--- src/hw/rtl/hdlp_pkg.sv ---
// ----------------------------------------------------------------------------
// hdlp_pkg
// Types and constants shared by the hash dictionary front end, command queue
// and table engine.
// ----------------------------------------------------------------------------
package hdlp_pkg;

  localparam int CAPACITY_DEF = 1024;
  localparam int MAX_W = 10;
  localparam logic [MAX_W-1:0] MAX_ENTRIES_RST = 10'd768;
  localparam logic [31:0] HASH_BASIS = 32'd2166136261;
  localparam logic [31:0] HASH_PRIME = 32'd16777619;

  localparam logic [2:0] OP_KEY    = 3'd0;
  localparam logic [2:0] OP_SET    = 3'd1;
  localparam logic [2:0] OP_FIND   = 3'd2;
  localparam logic [2:0] OP_ERASE  = 3'd3;
  localparam logic [2:0] OP_ERGRP  = 3'd4;
  localparam logic [2:0] OP_CLEAR  = 3'd5;

  localparam logic [1:0] ST_DONE   = 2'd0;
  localparam logic [1:0] ST_ABSENT = 2'd1;
  localparam logic [1:0] ST_FULL   = 2'd2;

  localparam logic [1:0] U_UNUSED = 2'd0;
  localparam logic [1:0] U_TOMB   = 2'd1;
  localparam logic [1:0] U_OCC    = 2'd2;

  typedef struct packed {
    logic [2:0]         opcode;
    logic [7:0]         key_byte;
    logic signed [31:0] group;
    logic signed [63:0] new_value;
  } in_item_t;

  typedef struct packed {
    logic               found;
    logic signed [63:0] found_value;
    logic [1:0]         status;
  } out_item_t;

  typedef struct packed {
    logic [2:0]  op;
    logic [31:0] hash;
    logic [31:0] group;
    logic [63:0] value;
  } cmd_t;

  typedef struct packed {
    logic init_done;
    logic idle;
  } back_stat_t;

endpackage

--- src/hw/rtl/hdlp_front.sv ---
// ----------------------------------------------------------------------------
// hdlp_front
// Accepts input transactions, folds key bytes into the running hash and
// forwards commands with their hash to the command queue.
// ----------------------------------------------------------------------------
module hdlp_front import hdlp_pkg::*; (
  input  logic       clk,
  input  logic       rst_n,
  input  logic       in_valid,
  output logic       in_ready,
  input  in_item_t   in_data,
  input  back_stat_t stat,
  input  logic       q_full,
  output logic       push,
  output cmd_t       push_cmd
);

  logic [31:0] hash_r;
  logic [31:0] hash_nxt;
  logic [31:0] xb;
  logic        acc;
  logic        is_cmd;

  assign in_ready = stat.init_done && !q_full;
  assign acc      = in_valid && in_ready;
  assign is_cmd   = (in_data.opcode != OP_KEY) && (in_data.opcode <= OP_CLEAR);
  assign xb       = {{24{in_data.key_byte[7]}}, in_data.key_byte};

  assign push           = acc && is_cmd;
  assign push_cmd.op    = in_data.opcode;
  assign push_cmd.hash  = hash_r;
  assign push_cmd.group = in_data.group;
  assign push_cmd.value = in_data.new_value;

  always_comb begin
    hash_nxt = hash_r;
    if (acc) begin
      if (in_data.opcode == OP_KEY) begin
        if (in_data.key_byte != 8'd0) begin
          hash_nxt = (hash_r ^ xb) * HASH_PRIME;
        end
      end else if (is_cmd) begin
        hash_nxt = HASH_BASIS;
      end
    end
  end

  always_ff @(posedge clk) begin
    if (!rst_n) begin
      hash_r <= HASH_BASIS;
    end else begin
      hash_r <= hash_nxt;
    end
  end

endmodule

--- config.mk ---
export PLATFORM = sky130hd
export DESIGN_NAME = hdlp_front
export DESIGN_NICKNAME = d
export VERILOG_FILES = /design/src/hw/rtl/hdlp_pkg.sv /design/src/hw/rtl/hdlp_front.sv
export SDC_FILE = /design/constraint.sdc
export NUM_CORES = 1
export LEC_CHECK = 0
export CORE_ASPECT_RATIO = 0.8
export CORE_UTILIZATION = 35
export CTS_CLUSTER_SIZE = 40
export DETAILED_ROUTE_END_ITERATION = 8
export DONT_BUFFER_PORTS = 1
export PLACE_DENSITY_LB_ADDON = 0.08
export SKIP_CTS_REPAIR_TIMING = 1
export SLEW_MARGIN = 25
export SYNTH_ARGS = -nofsm -noshare
export SYNTH_HDL_FRONTEND = slang
export SYNTH_SLANG_ARGS = --single-unit
--- constraint.sdc ---
create_clock -name clk -period 10.3 [get_ports clk]
set_input_delay 1.03 -clock clk [delete_from_list [all_inputs] [get_ports clk]]
set_output_delay 1.03 -clock clk [all_outputs]
set_load 0.05 [all_outputs]
==> results by group, run 1 <==
Detailed routing
  • Routed via count: 5295
  • Antenna Nets Post-Route: 0
  • Drt first-iter violations: 233
  • Remaining DRCs: 0
  • Drt wl/cell: 18.22 um
  • Vias per cell: 4.831
  • Routed wire length: 19960 um
  • Drt pass-1 iters: 4

Synthesis
  • Register area share after synthesis: 8.110%
  • Post-synth top area share: 27.25%
  • Synth Cell Area: 0.007899 mm2
  • Number of flops mapped to enable cells by yosys: 0
  • Syn Inst Count: 897
  • Synth area leaders: ha_1 (27%), fa_1 (19%), buf_4 (9.4%)
  • Largest area contributor in the netlist: ha_1
  • Syn Nets: 1256
  • Ys async rst share: 0%
  • Mean Syn Cell Area: 8.806 um2
  • Post-synth cell types: 51
  • Ys flop type: dfxtp_1
  • Ys Warns: 0
  • #FFs+latches synth: 32

STA
  • RSZ-0062 raised after global routing: no
  • F_max: 0.1548 GHz
  • Period Utilization, post-route: 62.71%
  • Setup TNS: 0 ns
  • PnR worst setup slack: 3.841 ns
  • Worst slew pin tran: 0.9755 ns
  • Tmin final: 6.459 ns
  • Clk_skew: 0.01264 ns
  • Final hold viol count: 0
  • Max-slew headroom: 34.83%
  • Setup violations, final: 0
  • Slew Viols, Final: 0

Min path
  • Hold Path Sink: hash_r[22]
  • Worst min path class: register to register
  • Worst Hold Launch: hash_r[22]
  • Worst Hold Depth: 2

Setup path
  • Family with the most delay on the worst path: adder cells
  • CP Capture Type: register
  • Reg-to-reg slack, setup: 3.84 ns
  • CP Cell Sequence: xnor2_1 -> inv_1 -> ha_1 -> ha_1 -> fa_1 -> ha_1 -> fa_1 -> ha_1 -> inv_1 -> fa_1 -> inv_1 -> ha_1 -> or2_2 -> o311ai_2 -> o211ai_2 -> a311oi_1 -> nor2_1 -> mux2i_1 -> nand3_1
  • Worst Path Max Fanout: 6
  • Setup Crit Path Kind: input port to register
  • Most used cell, CP: ha_1
  • Req. time, crit path: 10.48 ns
  • Worst EP arrival: 6.63 ns
  • R2R cell count: 19
  • Reg-to-reg critical path startpoint: hash_r[2]
  • Reg2reg end: hash_r[30]
  • CP bufs+invs: 3
  • CP max stage cell: a311oi_1
  • Setup crit start kind: input port
  • Crit-path max cell delay: 0.63 ns

Clock network
  • Worst skew pair latency: 0.30 ns
  • Clk buf depth: 2
  • CTS tree: done
  • Clock buffer count from CTS: 5
  • H-tree lvl count: 2
  • CTS root buf: clkbuf_16
  • Clock sink total: 32
  • Worst-path clk slew: 0.06 ns

Placement
  • Post-DP HPWL: 17060 um
  • Pre-CTS WS: 3.585 ns
  • Number of buffers added on ports: 0
  • Final GP Congestion: 0.7949

Die
  • Starting Density: 36.13%
  • Die Height: 136.4 um
  • # IOs: 246
  • Std cell rows: 48
  • Core area: 0.02186 mm2
  • Die W: 170.0 um
  • Die ar.: 0.02318 mm2

Finish
  • Largest regs: hash_r: 32 flops
  • Largest reg by FF count: hash_r
  • Max FFs per register: 32
  • Fin nets: 1154
  • Commonest non-fill, non-tap cell in the layout: inv_1
  • Number of antenna cells inserted: 0
  • Most frequent cells in the layout: inv_1 (176), ha_1 (172), fa_1 (74)
  • Layout cells sized above 1: 2.889%
  • Area delta synth->final: -2.772%

Global routing
  • Antenna violations before repair: 0
  • GR Util All Layers: 18.56%
  • GR Layer Usage met2: 28.10%
  • Vias in the first global route: 5682
  • Grt ovf: 0
  • Met1 usage: 26.99%
  • GR peak layer: met2
  • Met3 Use GR: 3.639%
  • First-pass GRT wire length: 32120 um
  • Largest net degree at the start of global routing: 29

Run status
  • Status: finished, final reports clean

Run
  • Maxcap violations: 0
[through the flow]
step	std cells	hold WS [ns]	area, um2	util, %
floorplan	897	0.6806	7899	-
global placement	1088	0.7256	7512	34.36
detailed placement	1088	0.7303	7512	34.36
CTS	1096	0.7392	7680	35.13
global route	1096	0.7739	7680	35.13
finish	1096	0.7314	7680	35.13
[layer usage]
metal  routed length [um]  vias up
li1                     -     2607
met5                    0        -
met2                 8285      124
met4                  238        0
met1                10370     2532
met3                 1072       32
[cells by family after synthesis]
logic type / count (synthesis) / synth area share [%]
fa+ha+maj: 246 / 46.00
xor+xnor: 87 / 9.647
mux: 3 / 0.3802
flops: 32 / 8.110
simple gates: 127 / 7.920
buf+inv: 291 / 18.58
compound gates: 111 / 9.362
[worst reg2reg max path, cell delays in order, from the launching register on]
cell and delay [ns]:
dfxtp_1 0.72, xor2_1 0.46, ha_1 0.33, ha_1 0.37, fa_1 0.50, ha_1 0.22
fa_1 0.49, ha_1 0.29, inv_1 0.05, fa_1 0.53, inv_1 0.04, ha_1 0.37
a211oi_1 0.27, nor2_1 0.11, o311ai_2 0.30, o211ai_2 0.24, a311oi_1 0.63, nor2_1 0.13
mux2i_1 0.19, nand3_1 0.09
[synth_stat cells (11+ instances only)]
cell type and count:
xnor2_1 35, o21ai_0 21, xor2_1 52, buf_4 99
a21oi_1 23, fa_1 74, dfxtp_1 32, inv_1 176
nand2_1 28, nor2b_1 13, nor2_1 28, nand3_1 16
ha_1 172, clkbuf_1 11
[worst max-delay path by stage]
stage	from	end	slack, ns	cells past startpoint
floorplan	in_data[103]	hash_r[31]	3.75	23
global placement	in_data[102]	hash_r[28]	3.56	19
detailed placement	in_data[102]	hash_r[30]	3.58	19
CTS	in_data[102]	hash_r[30]	3.84	19
global route	in_data[102]	hash_r[28]	3.51	19
finish	in_data[102]	hash_r[30]	3.84	19
[final cells by class]
cell class                 count  area, um2
fill                        2352      14180
multi-input combinational    574       5791
inverter                     176      660.6
sequential                    32      640.6
tap                          300      375.4
clock buffer                   5      125.1
timing repair buffer           6      45.04
clock inverter                 3      42.54
Power of run 1 is not shown: default switching activity piles up to over one toggle a cycle in this logic, so the estimate is an artifact.
==> run 2: changes to the inputs <==
==> constraint.sdc (replaced) <==
create_clock -name clk -period 5.6 [get_ports clk]
set_input_delay 0.56 -clock clk [delete_from_list [all_inputs] [get_ports clk]]
set_output_delay 0.56 -clock clk [all_outputs]
set_load 0.05 [all_outputs]
==> results by group, run 2 (synthesis gave the netlist of run 1 again) <==
Clock network
  • Worst skew pair latency: 0.30 ns (about the same)
  • CTS tree: done
  • Clk buf depth: 2 (unchanged)
  • Clock buffer count from CTS: 5 (unchanged)
  • H-tree lvl count: 2 (unchanged)
  • CTS root buf: clkbuf_16
  • Worst-path clk slew: 0.07 ns (about the same)
  • Clock sink total: 32 (unchanged)

Setup path
  • Setup crit start kind: register
  • Req. time, crit path: 5.74 ns (-4.74 ns)
  • Worst EP arrival: 5.49 ns (-1.14 ns)
  • Crit-path max cell delay: 0.53 ns (-0.10 ns)
  • Family with the most delay on the worst path: adder cells
  • CP max stage cell: fa_1
  • Setup Crit Path Kind: register to register
  • CP Capture Type: register
  • R2R cell count: 20 (+1)
  • CP Cell Sequence: xor2_2 -> ha_1 -> ha_1 -> fa_1 -> ha_1 -> fa_1 -> ha_1 -> inv_1 -> fa_1 -> inv_1 -> ha_1 -> and3_1 -> buf_4 -> nand3_1 -> o211ai_4 -> buf_4 -> nand3_1 -> a21oi_1 -> mux2i_1 -> a311oi_1
  • Worst Path Max Fanout: 4 (-2)
  • Reg-to-reg slack, setup: 0.25 ns (-3.59 ns)
  • Most used cell, CP: ha_1
  • CP bufs+invs: 4 (+1)
  • WP depth: 20 (+1)

Detailed routing
  • Routed wire length: 21550 um (+7.9%)
  • Drt wl/cell: 17.91 um (-1.7%)
  • Remaining DRCs: 0 (unchanged)
  • Routed via count: 5735 (+8.3%)
  • Drt first-iter violations: 285 (+22%)
  • Vias per cell: 4.767 (-1.3%)
  • Drt pass-1 iters: 4 (unchanged)
  • Antenna Nets Post-Route: 0 (unchanged)

STA
  • Final hold viol count: 0 (unchanged)
  • Period Utilization, post-route: 95.50%
  • PnR worst setup slack: 0.2522 ns (-3.589 ns)
  • Worst slew pin tran: 0.8831 ns (-0.09235 ns)
  • F_max: 0.1870 GHz
  • Clk_skew: 0.01008 ns (-0.002558 ns)
  • Setup violations, final: 0 (unchanged)
  • WHS: 0.3246 ns (-0.4068 ns)
  • Max-slew headroom: 40.91% (+6.1 points)
  • Slew Viols, Final: 0 (unchanged)
  • Tmin final: 5.348 ns

Placement
  • Placed cell areas: 0.008308 mm2 (+11%)
  • Pre-CTS WS: -0.1500 ns (-3.735 ns)
  • Placed instance count: 1193 (+9.7%)
  • Final GP Congestion: 0.8298 (+4.4%)
  • Number of buffers added on ports: 0 (unchanged)
  • Post-DP HPWL: 18610 um (+9.1%)

Finish
  • Finished Layout Cells: 1203 (+9.8%)
  • Largest regs: hash_r: 32 flops
  • Fin nets: 1261 (+9.3%)
  • Most frequent cells in the layout: inv_1 (176), ha_1 (166), buf_4 (113)
  • Area delta synth->final: 10.55%
  • Layout cells sized above 1: 18.38% (+15 points)
  • Max FFs per register: 32 (unchanged)
  • Final Cell Area: 0.008732 mm2 (+14%)
  • Commonest non-fill, non-tap cell in the layout: inv_1
  • Number of antenna cells inserted: 0 (unchanged)
  • Largest reg by FF count: hash_r

Die
  • # IOs: 246 (unchanged)
  • Starting Density: 36.13% (unchanged)
  • Die W: 170.0 um (unchanged)
  • Core area: 0.02186 mm2 (unchanged)
  • Std cell rows: 48 (unchanged)
  • Die Height: 136.4 um (unchanged)
  • Die ar.: 0.02318 mm2 (unchanged)

Global routing
  • First-pass GRT wire length: 34850 um (+8.5%)
  • Grt ovf: 0 (unchanged)
  • GR Util All Layers: 19.98% (+1.4 points)
  • Vias in the first global route: 6256 (+10%)
  • Antenna violations before repair: 0 (unchanged)
  • Largest net degree at the start of global routing: 29 (unchanged)

Min path
  • Worst Hold Depth: 1 (-1)
  • Worst min path class: input port to register

Run status
  • Status: finished, final reports clean

Run
  • Maxcap violations: 0 (unchanged)
run 2: cell count changes in the layout (fill, tap and decap cells not counted), sizes merged:
cell      change
clkinvlp      -1
clkbuf        +2
clkinv        -1
buf         +107
run 2: cell type report:
cell class | count | area [um2]
tap | 300 | 375.4
fill | 2270 | 13130
timing repair buffer | 113 | 848.3
inverter | 176 | 660.6
multi-input combinational | 574 | 6017
clock inverter | 1 | 30.03
clock buffer | 7 | 152.6
sequential | 32 | 648.1
run 2: through the flow:
step / TNS (ns) / utilization (%)
after floorplan: 0 / -
after global placement: -1.251 / 38.00
after detailed placement: -0.6619 / 38.00
after CTS: -0.02277 / 38.84
after global routing: -0.003508 / 39.94
final: 0 / 39.94
run 2: worst paths after layout:
check	end	from
setup / recovery	hash_r[24]	hash_r[5]
hold / removal	hash_r[0]	rst_n
setup reg to reg	hash_r[24]	hash_r[5]
hold reg to reg	hash_r[5]	hash_r[5]
run 2: worst register-to-register path, delay by kind of cell (launching register included):
family / cells / cell delay, ns
adder cells (fa/ha/maj): 8 / 2.96
AO/OA/AOI/OAI: 3 / 0.63
AND/OR/NAND/NOR: 3 / 0.43
flip-flops: 1 / 0.39
buffers and inverters: 4 / 0.37
multiplexers: 1 / 0.23
XOR/XNOR: 1 / 0.20
run 2: per-layer routing:
layer,GRT usage [%],vias to the layer above,part of all wire (%)
met5,0,-,0
li1,-,2803,-
met4,3.754,0,1.4
met3,4.105,44,6.5
met1,29.12,2744,50
met2,30.24,144,42
Power of run 2 is left out for the same reason.
