==> src/hw/rtl/hdlp_pkg.sv <==
// ----------------------------------------------------------------------------
// hdlp_pkg
// Types and constants shared by the hash dictionary front end, command queue
// and table engine.
// ----------------------------------------------------------------------------
package hdlp_pkg;

  localparam int CAPACITY_DEF = 1024;
  localparam int MAX_W = 10;
  localparam logic [MAX_W-1:0] MAX_ENTRIES_RST = 10'd768;
  localparam logic [31:0] HASH_BASIS = 32'd2166136261;
  localparam logic [31:0] HASH_PRIME = 32'd16777619;

  localparam logic [2:0] OP_KEY    = 3'd0;
  localparam logic [2:0] OP_SET    = 3'd1;
  localparam logic [2:0] OP_FIND   = 3'd2;
  localparam logic [2:0] OP_ERASE  = 3'd3;
  localparam logic [2:0] OP_ERGRP  = 3'd4;
  localparam logic [2:0] OP_CLEAR  = 3'd5;

  localparam logic [1:0] ST_DONE   = 2'd0;
  localparam logic [1:0] ST_ABSENT = 2'd1;
  localparam logic [1:0] ST_FULL   = 2'd2;

  localparam logic [1:0] U_UNUSED = 2'd0;
  localparam logic [1:0] U_TOMB   = 2'd1;
  localparam logic [1:0] U_OCC    = 2'd2;

  typedef struct packed {
    logic [2:0]         opcode;
    logic [7:0]         key_byte;
    logic signed [31:0] group;
    logic signed [63:0] new_value;
  } in_item_t;

  typedef struct packed {
    logic               found;
    logic signed [63:0] found_value;
    logic [1:0]         status;
  } out_item_t;

  typedef struct packed {
    logic [2:0]  op;
    logic [31:0] hash;
    logic [31:0] group;
    logic [63:0] value;
  } cmd_t;

  typedef struct packed {
    logic init_done;
    logic idle;
  } back_stat_t;

endpackage

==> src/hw/rtl/hdlp_cmdq.sv <==
// ----------------------------------------------------------------------------
// hdlp_cmdq
// Two-entry command queue between the front end and the table engine.
// ----------------------------------------------------------------------------
module hdlp_cmdq import hdlp_pkg::*; (
  input  logic clk,
  input  logic rst_n,
  input  logic push,
  input  cmd_t push_cmd,
  output logic full,
  output logic q_valid,
  output cmd_t q_cmd,
  input  logic pop
);

  cmd_t       ent_r [2];
  logic       wp_r;
  logic       rp_r;
  logic [1:0] cnt_r;

  assign full    = (cnt_r == 2'd2);
  assign q_valid = (cnt_r != 2'd0);
  assign q_cmd   = ent_r[rp_r];

  always_ff @(posedge clk) begin
    if (push) begin
      ent_r[wp_r] <= push_cmd;
    end
  end

  always_ff @(posedge clk) begin
    if (!rst_n) begin
      wp_r  <= 1'b0;
      rp_r  <= 1'b0;
      cnt_r <= 2'd0;
    end else begin
      if (push) begin
        wp_r <= ~wp_r;
      end
      if (pop) begin
        rp_r <= ~rp_r;
      end
      cnt_r <= cnt_r + {1'b0, push} - {1'b0, pop};
    end
  end

endmodule

==> config.mk <==
export PLATFORM = sky130hd
export DESIGN_NAME = hdlp_cmdq
export DESIGN_NICKNAME = d
export VERILOG_FILES = /design/src/hw/rtl/hdlp_pkg.sv /design/src/hw/rtl/hdlp_cmdq.sv
export SDC_FILE = /design/constraint.sdc
export NUM_CORES = 1
export LEC_CHECK = 0
export BUFFER_PORTS_ARGS = -buffer_cell sky130_fd_sc_hd__buf_2
export CORE_AREA = 4 4 164 166
export DETAILED_ROUTE_END_ITERATION = 8
export DIE_AREA = 0 0 168 170
export PLACE_DENSITY = 0.73
export SKIP_LAST_GASP = 1
export SYNTH_ARGS = -nofsm -noshare
export SYNTH_HDL_FRONTEND = slang
export SYNTH_SLANG_ARGS = --single-unit
export TNS_END_PERCENT = 100
==> constraint.sdc <==
create_clock -name clk -period 10.6 [get_ports clk]
set_input_delay 0.53 -clock clk [delete_from_list [all_inputs] [get_ports clk]]
set_output_delay 0.53 -clock clk [all_outputs]
set_load 0.005 [all_outputs]
==> results.sh, run 1 <==
export IMPL_status="finished clean"
export IMPL_drtIter0Drc=352
export IMPL_layout_setup_ws_ns=7.45
export IMPL_cts_hold_buf=0
export IMPL_endpoint_kind="output pin"
export IMPL_rsz0062_at_grt="false"
export IMPL_rows=59
export IMPL_p_int_mw=1.87
export IMPL_ir_worst_vdd_mv=0.129
export IMPL_place_ws_ns=7.81
export IMPL_fillers=2100
export IMPL_crit_path_start_kind="register"
export IMPL_numCtsBuffers=26
export IMPL_grt_max_degree=75
export IMPL_cts_tree="done"
export IMPL_routed_wl_mm=18.3
export IMPL_timing_final_crit_period_ns=3.15
export IMPL_place_area_um2=11700
export IMPL_hold_violations=0
export IMPL_setup_violations=0
export IMPL_wl_per_cell_um=17.1
export IMPL_p_comb_frac=0.102
export IMPL_seq_power_share=0.526
export IMPL_vias=4860
export IMPL_swShare=0.207
export IMPL_cts_clk_slew_worst_paths_ns=0.06
export IMPL_die_x_um=168
export IMPL_synthToLayoutAreaGrowth_pct=24.8
export IMPL_dpl_hpwl_mm=12.2
export IMPL_initial_core_util=0.393
export IMPL_cts_resized=0
export IMPL_synth_distinct_cells=15
export IMPL_critical_path_class="register to output pin"
export IMPL_syn_nets=566
export IMPL_fin_skew_ns=0.00735
export IMPL_viasPerCell=4.54
export IMPL_avgSynthCellArea_um2=23.4
export IMPL_fin_crit_sh=0.297
export IMPL_design_area_um2=12600
export IMPL_cts_buffer_depth=3
export IMPL_switchingPower_mw=0.487
export IMPL_grt_antenna_before_repair=5
export IMPL_grt_util_all_layers=0.119
export IMPL_netlist_area_um2=10100
export IMPL_worstMarginPinSlew_ns=1.08
export IMPL_root_buffer="clkbuf_16"
export IMPL_die_area_um2=28600
export IMPL_insertion_delay_ns=0.51
export IMPL_drc=0
export IMPL_nets=851
export IMPL_place_congestion=0.725
export IMPL_cp_max_fo=65
export IMPL_arrival_ns=2.62
export IMPL_ys_seq_area_frac=0.792
export IMPL_final_max_slew_viol_count=0
export IMPL_io_buffer_count=267
export IMPL_hold_start="push_cmd[52]"
export IMPL_cts_sinks=267
export IMPL_rr_worst_depth=2
export IMPL_grt_pass1_wl_mm=26.7
export IMPL_dr_pass1_iters=4
export IMPL_fp_dieH_um=170
export IMPL_core_um2=25600
export IMPL_maxClockFrequency_mhz=317
export IMPL_drive_gt1_frac=0.608
export IMPL_min_path_type="input pin to register"
export IMPL_final_seq_area_um2=7970
export IMPL_rrSetupSlack_ns=8.14
export IMPL_critPathRequiredTime_ns=10.07
export IMPL_yosys_warnings=0
export IMPL_drv_cap=0
export IMPL_finalCoreUtilization=0.490
export IMPL_io_pins=268
export IMPL_reg2reg_from="wp_r$_SDFFE_PN0P_"
export IMPL_ys_seq_elements=267
export IMPL_power_leakage_nw=4.87
export IMPL_cts_setup_buffers=0
export IMPL_min_path_cells=1
export IMPL_multi_input_area_um2=1940
export IMPL_drtAntennaViolNets=0
export IMPL_grt_ovfl_total=0
export IMPL_syn_instance_count=429
export IMPL_setup_tns_final_ns=0
export IMPL_slew_headroom=0.282
export IMPL_power_density_nw_per_um2=188
export IMPL_pwr_share_clk=0.372
export IMPL_htree_levels=1
export IMPL_grt_pass1_vias=4919
## cells by family (layout without fill, tap and decap cells)
| kind of cell | count (synthesis) | in the layout | synth area share |
|---|---|---|---|
| AND/OR/NAND/NOR | 9 | 9 | 0.00560 |
| other | 0 | 2 | 0 |
| adder cells (fa/ha/maj) | 2 | 2 | 0.00249 |
| flip-flops | 267 | 267 | 0.792 |
| buffers and inverters | 17 | 322 | 0.0154 |
| multiplexers | 131 | 131 | 0.180 |
| AO/OA/AOI/OAI | 1 | 1 | 0.000747 |
| XOR/XNOR | 2 | 2 | 0.00311 |
## registers in the layout (all words and copies together) (netlist names), named ones only
signal,flops
cnt_r,2
ent_r,262
rp_r,1
wp_r,1
## placed cells by master (no fill, tap or decap), types with 3 or more instances in the layout
master	instances
buf_2	267
edfxtp_1	262
mux2_4	90
mux2_2	41
clkbuf_16	27
clkinv_1	7
clkinvlp_4	6
buf_4	5
clkinv_2	4
dfxtp_1	4
and2_1	3
nor2b_1	3
## power by group through the flow
| stage | logic, mW | registers (mW) | clock network (mW) |
|---|---|---|---|
| floorplan | 0.147 | 1.26 | 0 |
| global placement | 0.242 | 1.26 | 0 |
| detailed placement | 0.244 | 1.26 | 0 |
| CTS | 0.245 | 1.24 | 0.907 |
| global route | 0.259 | 1.24 | 0.953 |
| finish | 0.239 | 1.24 | 0.876 |
## stage by stage
step | hold slack, ns | std cells | power [mW]
detailed placement | 0.561 | 1021 | 1.51
global placement | 0.559 | 1021 | 1.50
floorplan | 0.555 | 429 | 1.41
global route | 0.173 | 1071 | 2.46
finish | 0.197 | 1071 | 2.35
CTS | 0.162 | 1069 | 2.39
## layout make-up
| class | instances | share of cell area |
|---|---|---|
| clock inverter | 19 | 0.0121 |
| inverter | 2 | 0.000598 |
| sequential | 267 | 0.635 |
| multi-input combinational | 145 | 0.155 |
| clock buffer | 29 | 0.0544 |
| antenna | 2 | 0.000399 |
| timing repair buffer | 272 | 0.109 |
| tap | 335 | 0.0334 |
## cell usage after synthesis
library cell / n / area, um^2
xor2_1: 1 / 8.76
buf_2: 4 / 20.0
nor2b_1: 4 / 25.0
buf_6: 10 / 113
ha_1: 2 / 25.0
buf_8: 1 / 15.0
mux2_4: 90 / 1350
and2_1: 4 / 25.0
mux2_2: 41 / 462
o21a_1: 1 / 7.51
edfxtp_1: 262 / 7870
xnor3_1: 1 / 22.5
or2_2: 1 / 6.26
inv_1: 2 / 7.51
dfxtp_1: 5 / 100
## layer usage
| metal | share of wire | wire length (um) | track usage |
|---|---|---|---|
| met1 | 0.38 | 6890 | 0.139 |
| met4 | 0.027 | 487 | 0.0420 |
| met3 | 0.099 | 1810 | 0.0448 |
| met2 | 0.50 | 9090 | 0.201 |
| met5 | 0.0016 | 29 | 0 |
## final timing paths
path,endpoint
min,ent_r[0][52]$_DFFE_PP_
min reg2reg,register
max reg2reg,ent_r[1][83]$_DFFE_PP_
max,q_cmd[31]
## critical path: stages, from the launching register on
cell and delay [ns]:
dfxtp_4 0.59, buf_4 0.83, mux2_2 0.44, buf_2 0.13
(Power assumes the default switching activity.)
==> inputs of run 2 (changes only) <==
Settings changed: ABC_AREA from default to 1, PLACE_DENSITY 0.73 to 0.75.
Clock period 10.6 ns to 2.7 ns, I/O delays scaled along.
==> results.sh, run 2 <==
export IMPL_dpl_hpwl_mm=12.6
export IMPL_pwr_share_clk=0.352
export IMPL_viasPerCell=4.51
export IMPL_rows=59
export IMPL_io_pins=268
export IMPL_fin_crit_sh=0.778
export IMPL_drv_cap=0
export IMPL_ys_seq_area_frac=0.793
export IMPL_p_int_mw=7.22
export IMPL_drtIter0Drc=356
export IMPL_grt_pass1_vias=5795
export IMPL_insertion_delay_ns=0.52
export IMPL_grt_max_degree=77
export IMPL_arrival_ns=1.97
export IMPL_power_density_nw_per_um2=653
export IMPL_initial_core_util=0.392
export IMPL_synthToLayoutAreaGrowth_pct=38.3
export IMPL_hold_violations=0
export IMPL_drive_gt1_frac=0.499
export IMPL_layout_commonest_cell="buf_2"
export IMPL_core_um2=25600
export IMPL_crit_path_start_kind="register"
export IMPL_fin_skew_ns=0.0108
export IMPL_netlist_area_leader_share=0.783
export IMPL_grt_util_all_layers=0.136
export IMPL_htree_levels=1
export IMPL_maxClockFrequency_mhz=476
export IMPL_fp_dieH_um=170
export IMPL_power_leakage_nw=5.45
export IMPL_drc=0
export IMPL_p_comb_frac=0.113
export IMPL_seq_power_share=0.535
export IMPL_ys_seq_elements=267
export IMPL_setup_violations=0
export IMPL_place_ws_ns=1.16
export IMPL_critical_path_class="register to output pin"
export IMPL_synthFlopType="edfxtp_1"
export IMPL_final_max_slew_viol_count=0
export IMPL_top_register="ent_r"
export IMPL_grt_ovfl_total=0
export IMPL_syn_instance_count=441
export IMPL_slew_headroom=0.472
export IMPL_cts_sinks=267
export IMPL_dr_pass1_iters=4
export IMPL_fillers=1937
export IMPL_status="finished clean"
export IMPL_die_x_um=168
export IMPL_syn_nets=578
export IMPL_grt_antenna_before_repair=4
export IMPL_cp_max_fo=76
export IMPL_worstMarginPinSlew_ns=0.792
export IMPL_avgSynthCellArea_um2=22.8
export IMPL_wl_per_cell_um=16.9
export IMPL_yosysTopAreaCell="edfxtp_1"
export IMPL_cts_setup_buffers=0
export IMPL_hold_ws_ns=0.341
export IMPL_root_buffer="clkbuf_16"
export IMPL_ir_worst_vdd_mv=0.502
export IMPL_grt_pass1_wl_mm=30.8
export IMPL_endpoint_kind="output pin"
export IMPL_synth_async_sr_flop_share=0
export IMPL_synthTopCellsByArea="edfxtp_1 78%, mux2_4 13%, mux2_2 4.6%, buf_6 1.1%, dfxtp_1 1.0%"
export IMPL_die_area_um2=28600
export IMPL_min_path_type="input pin to register"
export IMPL_vias=5501
export IMPL_cts_hold_buf=135
export IMPL_numCtsBuffers=27
export IMPL_timing_final_crit_period_ns=2.10
export IMPL_yosysMostFrequentCell="edfxtp_1"
export IMPL_synth_edff_count=262
export IMPL_cts_resized=0
export IMPL_netlist_area_um2=10100
export IMPL_cts_clk_slew_worst_paths_ns=0.06
export IMPL_reg_top3="ent_r: 262 flops, cnt_r: 2 flops"
export IMPL_critPathRequiredTime_ns=2.57
export IMPL_synth_distinct_cells=13
export IMPL_yosys_warnings=0
export IMPL_final_cell_mix="267 x buf_2, 262 x edfxtp_1, 135 x dlygate4sd3_1, 90 x mux2_4, 41 x mux2_2"
export IMPL_yosys_top_cells_count="262 x edfxtp_1, 90 x mux2_4, 41 x mux2_2"
export IMPL_io_buffer_count=267
export IMPL_routed_wl_mm=20.6
export IMPL_drtAntennaViolNets=0
export IMPL_cts_buffer_depth=3
export IMPL_cts_tree="done"
export IMPL_swShare=0.205
export IMPL_switchingPower_mw=1.86
export IMPL_rsz0062_at_grt="false"
export IMPL_nets=1000
export IMPL_layout_setup_ws_ns=0.598
export IMPL_place_congestion=0.741
export IMPL_largest_reg_flops=262
run 2: area by class of cell:
type	instances	area, um^2	area share
clock buffer	37	713	0.0513
tap	335	419	0.0302
sequential	267	7970	0.573
multi-input combinational	152	1920	0.138
inverter	7	30.0	0.00216
antenna	4	10.0	0.000720
timing repair buffer	408	2800	0.201
clock inverter	9	40.0	0.00288
run 2: layer usage:
metal / track usage / vias to the layer above / share of wire
li1: - / 2579 / -
met1: 0.155 / 2676 / 0.37
met2: 0.248 / 201 / 0.54
met3: 0.0358 / 45 / 0.069
met4: 0.0466 / 0 / 0.027
met5: 0 / - / 0
run 2: per-stage QoR:
stage	util	instance area, um^2	TNS (ns)	instances	total power, mW
after floorplan	-	10100	-4.24	441	5.43
after global placement	0.460	11800	0	1034	5.79
after detailed placement	0.460	11800	0	1034	5.82
after CTS	0.542	13900	0	1215	9.20
after global routing	0.543	13900	0	1219	9.50
final	0.543	13900	0	1219	9.08
run 2: logic make-up after synthesis:
group | Yosys count | synth area share
adder cells (fa/ha/maj) | 2 | 0.00249
flip-flops | 267 | 0.793
multiplexers | 131 | 0.180
AO/OA/AOI/OAI | 1 | 0.000497
buffers and inverters | 22 | 0.0173
AND/OR/NAND/NOR | 18 | 0.00684
run 2: worst paths after layout:
check	from	cells after the start	to	slack, ns
min reg2reg	rp_r$_SDFFE_PN0P_	2	rp_r$_SDFFE_PN0P_	0.51
max reg2reg	cnt_r[0]$_SDFF_PN0_	7	cnt_r[0]$_SDFF_PN0_	1.01
max	register	3	q_cmd[23]	0.60
min	push_cmd[106]	2	ent_r[0][106]$_DFFE_PP_	0.34
run 2: power by group through the flow:
stage               Clock (mW)  Sequential, mW  Combinational [mW]
global placement             0            4.93               0.861
CTS                       3.30            4.86                1.03
finish                    3.19            4.86                1.03
global route              3.52            4.87                1.11
floorplan                    0            4.94               0.491
detailed placement           0            4.95               0.871
run 2: worst max-delay path, stage by stage, from the launching register on:
cell and delay, ns:
dfxtp_4 0.37, buf_12 0.42, mux2_2 0.42, buf_2 0.14
